===== src/opt_pkg.sv =====
// Shared types and constants for the order position tracker.
// Used by opt_ctrl, opt_dp and order_position_tracker; depends on nothing.
`default_nettype none

package opt_pkg;

    // Event kinds.
    localparam logic [1:0] FUNC_INSERT = 2'd0;
    localparam logic [1:0] FUNC_FILL   = 2'd1;
    localparam logic [1:0] FUNC_CANCEL = 2'd2;
    localparam logic [1:0] FUNC_ERROR  = 2'd3;

    // Result status codes.
    localparam logic [1:0] STAT_OK      = 2'd0;
    localparam logic [1:0] STAT_FULL    = 2'd1;
    localparam logic [1:0] STAT_UNKNOWN = 2'd2;

    localparam logic [1:0] OFFSET_OPEN   = 2'd0;
    localparam logic       SIDE_LONG     = 1'b0;
    localparam logic       ERR_INSERT    = 1'b0;

    localparam int ID_W  = 10;
    localparam int QTY_W = 24;

    typedef struct packed {
        logic [1:0]       func;
        logic [ID_W-1:0]  order_id;
        logic [5:0]       symbol_index;
        logic             side;
        logic [1:0]       open_close;
        logic [QTY_W-1:0] quantity;
        logic             error_kind;
    } req_item_t;

    typedef struct packed {
        logic [ID_W-1:0]    assigned_id;
        logic [1:0]         status;
        logic signed [31:0] long_held;
        logic signed [31:0] long_pending;
        logic signed [31:0] long_frozen;
        logic signed [31:0] short_held;
        logic signed [31:0] short_pending;
        logic signed [31:0] short_frozen;
        logic signed [31:0] order_remaining;
        logic signed [31:0] order_filled;
        logic signed [31:0] order_cancelled;
    } rsp_item_t;

    typedef struct packed {
        logic signed [31:0] long_held;
        logic signed [31:0] long_pending;
        logic signed [31:0] long_frozen;
        logic signed [31:0] short_held;
        logic signed [31:0] short_pending;
        logic signed [31:0] short_frozen;
    } pos_entry_t;

    typedef struct packed {
        logic signed [31:0] remaining;
        logic signed [31:0] filled;
        logic signed [31:0] cancelled;
    } ord_vol_t;

    // Commands from the controller to the datapath.
    typedef struct packed {
        logic clr_wr;
        logic load;
        logic pos_rd;
        logic calc;
        logic commit;
    } ctl_cmd_t;

    // Status from the datapath to the controller.
    typedef struct packed {
        logic clr_last;
        logic out_busy;
    } dp_stat_t;

    // Adds a small signed delta to a 32-bit count, clamping to the signed range.
    function automatic logic signed [31:0] sat_add(input logic signed [31:0] a,
                                                   input logic signed [25:0] d);
        logic signed [33:0] s;
        s = {{2{a[31]}}, a} + {{8{d[25]}}, d};
        if (s[33:31] == 3'b000 || s[33:31] == 3'b111)
            sat_add = s[31:0];
        else if (s[33])
            sat_add = 32'sh8000_0000;
        else
            sat_add = 32'sh7FFF_FFFF;
    endfunction

endpackage

`default_nettype wire


===== src/opt_ctrl.sv =====
// Sequencing state machine for the order position tracker.
// Depends on opt_pkg for the command and status structs.
`default_nettype none

module opt_ctrl import opt_pkg::*;
(
    input  wire logic     clk,
    input  wire logic     rst_n,
    input  wire logic     req_valid,
    output logic          req_ready,
    input  wire dp_stat_t stat,
    output ctl_cmd_t      cmd
);

    typedef enum logic [4:0] {
        ST_CLEAR = 5'b00001,
        ST_IDLE  = 5'b00010,
        ST_RDPOS = 5'b00100,
        ST_CALC  = 5'b01000,
        ST_WRITE = 5'b10000
    } state_t;

    state_t state_reg, state_next;

    always_ff @(posedge clk or negedge rst_n)
    begin
        if (!rst_n)
            state_reg <= ST_CLEAR;
        else
            state_reg <= state_next;
    end

    always_comb
    begin
        state_next = state_reg;
        cmd        = '0;
        req_ready  = 1'b0;
        unique case (state_reg)
            ST_CLEAR:
            begin
                cmd.clr_wr = 1'b1;
                if (stat.clr_last)
                    state_next = ST_IDLE;
            end
            ST_IDLE:
            begin
                req_ready = 1'b1;
                if (req_valid)
                begin
                    cmd.load   = 1'b1;
                    state_next = ST_RDPOS;
                end
            end
            ST_RDPOS:
            begin
                cmd.pos_rd = 1'b1;
                state_next = ST_CALC;
            end
            ST_CALC:
            begin
                cmd.calc   = 1'b1;
                state_next = ST_WRITE;
            end
            ST_WRITE:
            begin
                // The result register must be free before the item is committed.
                if (!stat.out_busy)
                begin
                    cmd.commit = 1'b1;
                    state_next = ST_IDLE;
                end
            end
            default:
                state_next = ST_IDLE;
        endcase
    end

endmodule

`default_nettype wire


===== config.mk =====
export PLATFORM = sky130hd
export DESIGN_NAME = opt_ctrl
export DESIGN_NICKNAME = d
export VERILOG_FILES = /design/src/opt_pkg.sv /design/src/opt_ctrl.sv
export SDC_FILE = /design/constraint.sdc
export NUM_CORES = 1
export LEC_CHECK = 0
export ABC_AREA = 1
export BUFFER_PORTS_ARGS = -buffer_cell sky130_fd_sc_hd__buf_4
export CAP_MARGIN = 20
export CORE_AREA = 2 2 39 41
export CTS_CLUSTER_DIAMETER = 100
export DETAILED_ROUTE_END_ITERATION = 6
export DIE_AREA = 0 0 41 43
export HOLD_SLACK_MARGIN = 0.03
export PLACE_DENSITY = 0.42
export SETUP_SLACK_MARGIN = 0.5
export SLEW_MARGIN = 25
export SYNTH_ARGS = -nofsm -noshare
export SYNTH_HDL_FRONTEND = slang
export SYNTH_SLANG_ARGS = --single-unit

===== constraint.sdc =====
create_clock -name clk -period 1.6 [get_ports clk]
set_input_delay 0 -clock clk [delete_from_list [all_inputs] [get_ports clk]]
set_output_delay 0 -clock clk [all_outputs]
set_load 0.02 [all_outputs]

# == After elaboration in Yosys (flattened, before gate mapping) ==
# Cells that the tools add are included.
# totals
register_bits,5
inputBits,5
output_inout_bits,6
# classes
n_eq_ne,8
n_mux,12
n_reduce_logical,1
# ops
op,n
case mux 5 bit (5 select lines),1
2-to-1 mux 5 bit,3
2-to-1 mux 1 bit,8
!= test 2 bit (second input constant),3
== test 5 x 1 -> 1 bit (second input constant),1
== test 5 x 2 -> 1 bit (second input constant),1
== test 5 x 3 -> 1 bit (second input constant),1
== test 5 x 4 -> 1 bit (second input constant),1
== test 5 bit (second input constant),1
AND reduction 3 bit,1

# == Depth between registers and ports, before layout ==
# depth
depth_word,3
mapped_depth,6
depth_no_buf,6

# == Least setup slack after synthesis ==
# No wires, ideal clock.
# synth_timing
kind,reg-to-reg
start,register state_reg[0]
end,register state_reg[1]
setup_time_ns,0.118
arrival_time_ns,0.986
required_time_ns,1.482
setup_slack_ns,0.495
path_stages_with_launch,6
path_buffers,0
cell_sequence,dfstp_2 nor2_1 nand3_2 clkinv_1 nand2_1 o21ai_2
# synth_via
elab_chain_cells,3
# synth_rtl
item,line,source
from (decl),opt_ctrl.sv:23,"state_t state_reg, state_next;"
from (signal assigned),opt_ctrl.sv:30,state_reg <= state_next;
== test 5 x 1 -> 1 bit (tied with other cells),opt_ctrl.sv:38,unique case (state_reg)
!= test 2 bit (no source line),n/a,
AND reduction 3 bit (no source line),n/a,
# Several ways; a longest one is shown, not always the timed one.
# A chain may end at the register's enable or synchronous reset.

==> flow_results.org <==
** Global routing
- Initial antenna violation count :: 0
- Total congestion overflow :: 0
- Across every metal layer, demand over resource in global routing totals 8.990%.
- Via count of the first global-routing pass :: 280
- Entering global routing, the biggest net connects 6 pins.
- GRT Max-Usage Layer :: met1
- Global routing consumed, on the met3 layer, 1.571% of the routing resources.
- Global Route met2 Usage :: 11.25%
- The first global-routing pass estimated 1028 um of wire.
- Met1 usage in global routing :: 11.48%

** Logic synthesis
- The cell area that synthesis handed to floorplanning was 286.5 sq um.
- The number of nets in the synthesized netlist is 43.
- During synthesis, Yosys emitted a total of 0 warnings.
- Number of standard cells after synthesis :: 38
- Sequential area share after synthesis :: 44.10%
- Distinct cells, synth :: 14
- Avg Synthesized Cell Area :: 7.540 sq um
- Synthesized flop and latch total :: 5

** Route
- In this run the remaining antenna-violating nets after routing total 0.
- Number of design-rule violations left by the first detailed-router iteration :: 3
- For this run, design rule violations remaining after detail routing come to 0.
- The first detailed-routing pass ran for 4 iterations.
- Average via count per standard cell :: 3.901
- WL/cell :: 8.606 um
- Total vias in the final route :: 277
- Routed WL :: 611 um

** Layout
- Total inserted antenna cells :: 0
- Area of the multi-input gates :: 133.9 sq um
- Counting the fill cells in the layout gives 150.
- Number of flip-flops in the largest register :: 5
- At the end of the flow, the number of nets in the layout was 61.
- Layout Area Growth over Synthesis :: 63.76%
- Ratio of cells with drive above 1 in the final layout :: 45.45%
- Sequential cell area :: 126.4 sq um

** STA
- Across the routed clock network, the largest skew measured is 0.0002234 ns.
- Slew Limit Headroom :: 87.56%
- Setup violations remaining at the end of the flow were counted as 0.
- Subtracting the final worst setup slack from the clock period gives 1.213 ns.
- In the post-route analysis, the smallest setup slack over all paths is 0.3871 ns.
- Final worst path period share :: 75.81%
- Across all hold checks on the routed design, the worst slack comes to 0.07800 ns.
- Unrepaired setup endpoints after global routing :: yes
- Slew @ Worst Pin :: 0.1864 ns
- Hold violation count in the final report :: 0
- Max Clock Freq :: 824.4 MHz
- Final TNS setup :: 0 ns
- The final count of pins violating max slew was 0.

** Worst setup path
- Highest net fanout along the worst path :: 3
- The worst setup path is captured at an output pin.
- Data arrival time of the critical path :: 1.21 ns
- The worst setup path is launched from a flip-flop.
- The critical path is of the flip-flop to output pin type.
- Data required time at the worst endpoint :: 1.60 ns

** Floorplanning
- Vertical extent of the die :: 43 um
- The die is 41 um wide.
- Once the floorplan was initialized, standard cells occupied 20.71% of the core.
- Top-level I/O count :: 11
- The die covers 1763 sq um.
- The floorplan has 14 rows.
- The total area inside the core boundary comes to 1384 sq um.

** Placement
- RePlAce Congestion :: 0.6885
- Number of buffers inserted by port buffering :: 10
- Timing analysis after detailed placement gives a worst setup slack of 0.5242 ns.
- The HPWL after detailed placement is 441.4 um.

** Clocking
- In this run the number of H-tree levels came out at 1.
- Root buffer selected by CTS :: sky130_fd_sc_hd__clkbuf_4
- Clock tree sinks :: 5
- The later pin in the worst-skew pair is clocked with a latency of 0.23 ns.
- Clock tree from TritonCTS :: done
- Clock transition time at the flip-flop clock pins of the worst setup and hold paths :: 0.04 ns
- Buffer depth of the longest clock path :: 2
- Cts bufs inserted :: 3

** Pwr
- The analysis attributes to cell leakage a power of 0.2683 nW.
- Power density over the cells :: 1528 nW/um^2
- Worst voltage drop across the vdd grid :: 0.5590 mV

** Outcome
- Outcome :: finished clean

** Min path
- Worst hold path class :: input port to flip-flop

** Run
- Max-cap violations in this run came to 0.
[cell families (layout without fill, tap and decap cells)]
logic type      after synthesis  in the layout  synth area share [%]
compound gates                1              1                 3.057
buf+inv                      12             29                 17.03
flops                         5              5                 44.11
simple gates                 20             20                 35.81
[final timing paths]
kind | cells past startpoint | startpoint | slack [ns] | to
min in group asynchronous | 2 | rst_n | 0.11 | state_reg[4]$_DFFE_PN0P_
worst max-delay path | 5 | state_reg[0]$_DFFE_PN1P_ | 0.39 | cmd[4]
worst max register to register | 5 | state_reg[1]$_DFFE_PN0P_ | 0.46 | state_reg[1]$_DFFE_PN0P_
worst min-delay path | 3 | stat[0] | 0.08 | state_reg[4]$_DFFE_PN0P_
max in group asynchronous | 2 | rst_n | 1.29 | state_reg[0]$_DFFE_PN1P_
worst min register to register | 3 | state_reg[1]$_DFFE_PN0P_ | 0.60 | state_reg[0]$_DFFE_PN1P_
[synth_stat cells (all sizes together)]
cell type   n  share of area [%]
o21ai       1                3.1
buf         1                2.6
nor2        9                 15
nand4       3                6.6
dfrtp       4                 35
dfstp       1                9.2
clkinv      1                1.3
nand3       4                8.7
inv        10                 13
nand2       4                5.2
[metal layers]
layer	vias up	wire length, um
met5	-	0
met4	0	0
met3	0	37
met2	9	301
met1	119	272
li1	149	-
[timing repair]
item                                   4_1_cts  5_1_grt
setup endpoints to repair                    6        7
endpoints found under the hold margin        7        0
pin swaps                                    5        3
gates resized for setup                      6        2
hold buffers                                 3        0
buffers inserted                             1        0
[metrics by stage]
step	area, sq um	util, %	total power (W)	cells
5_1_grt	469.2	33.91	0.0007825	71
6_report	469.2	33.91	0.0007171	71
2_1_floorplan	287.8	-	0.0004175	38
4_1_cts	456.7	33.00	0.0007076	71
3_3_place_gp	375.4	27.12	0.0005198	63
3_5_place_dp	375.4	27.12	0.0005153	63
[where the power goes]
group	internal (W)	switching [W]	leakage, nW
sequential	0.000161	0.0000410	0.0619
clock	0.0000939	0.0000458	0.0150
combinational	0.000160	0.000216	0.191
[cell type report]
class                   instances  share of cell area, %
inverters                      11                  9.067
repair buffers                 14                  25.60
well taps                      16                  4.267
clock buffers                   4                  5.600
flip-flops and latches          5                  26.93
multi-input cells              21                  28.53
[cells in the final DEF (no fill, tap or decap), types with 2 or more instances in the layout]
| cell | Yosys | routed |
|---|---|---|
| sky130_fd_sc_hd__dlygate4sd3_1 | 0 | 3 |
| sky130_fd_sc_hd__nand2_1 | 4 | 4 |
| sky130_fd_sc_hd__inv_1 | 9 | 8 |
| sky130_fd_sc_hd__nand3_1 | 3 | 2 |
| sky130_fd_sc_hd__buf_6 | 0 | 2 |
| sky130_fd_sc_hd__nor2_4 | 1 | 2 |
| sky130_fd_sc_hd__nand4_1 | 3 | 3 |
| sky130_fd_sc_hd__dfrtp_1 | 4 | 4 |
| sky130_fd_sc_hd__nor2_1 | 7 | 5 |
| sky130_fd_sc_hd__inv_2 | 1 | 2 |
| sky130_fd_sc_hd__buf_4 | 1 | 9 |
| sky130_fd_sc_hd__clkbuf_4 | 0 | 3 |
| sky130_fd_sc_hd__nor2_2 | 1 | 2 |
[critical path, stage by stage (launching register included)]
cell,delay [ns]
sky130_fd_sc_hd__dfstp_2,0.55
sky130_fd_sc_hd__inv_2,0.05
sky130_fd_sc_hd__nor2_4,0.07
sky130_fd_sc_hd__nand2_1,0.05
sky130_fd_sc_hd__nor2_1,0.11
sky130_fd_sc_hd__buf_4,0.15
Note: power is estimated with default switching activity, not from simulation.
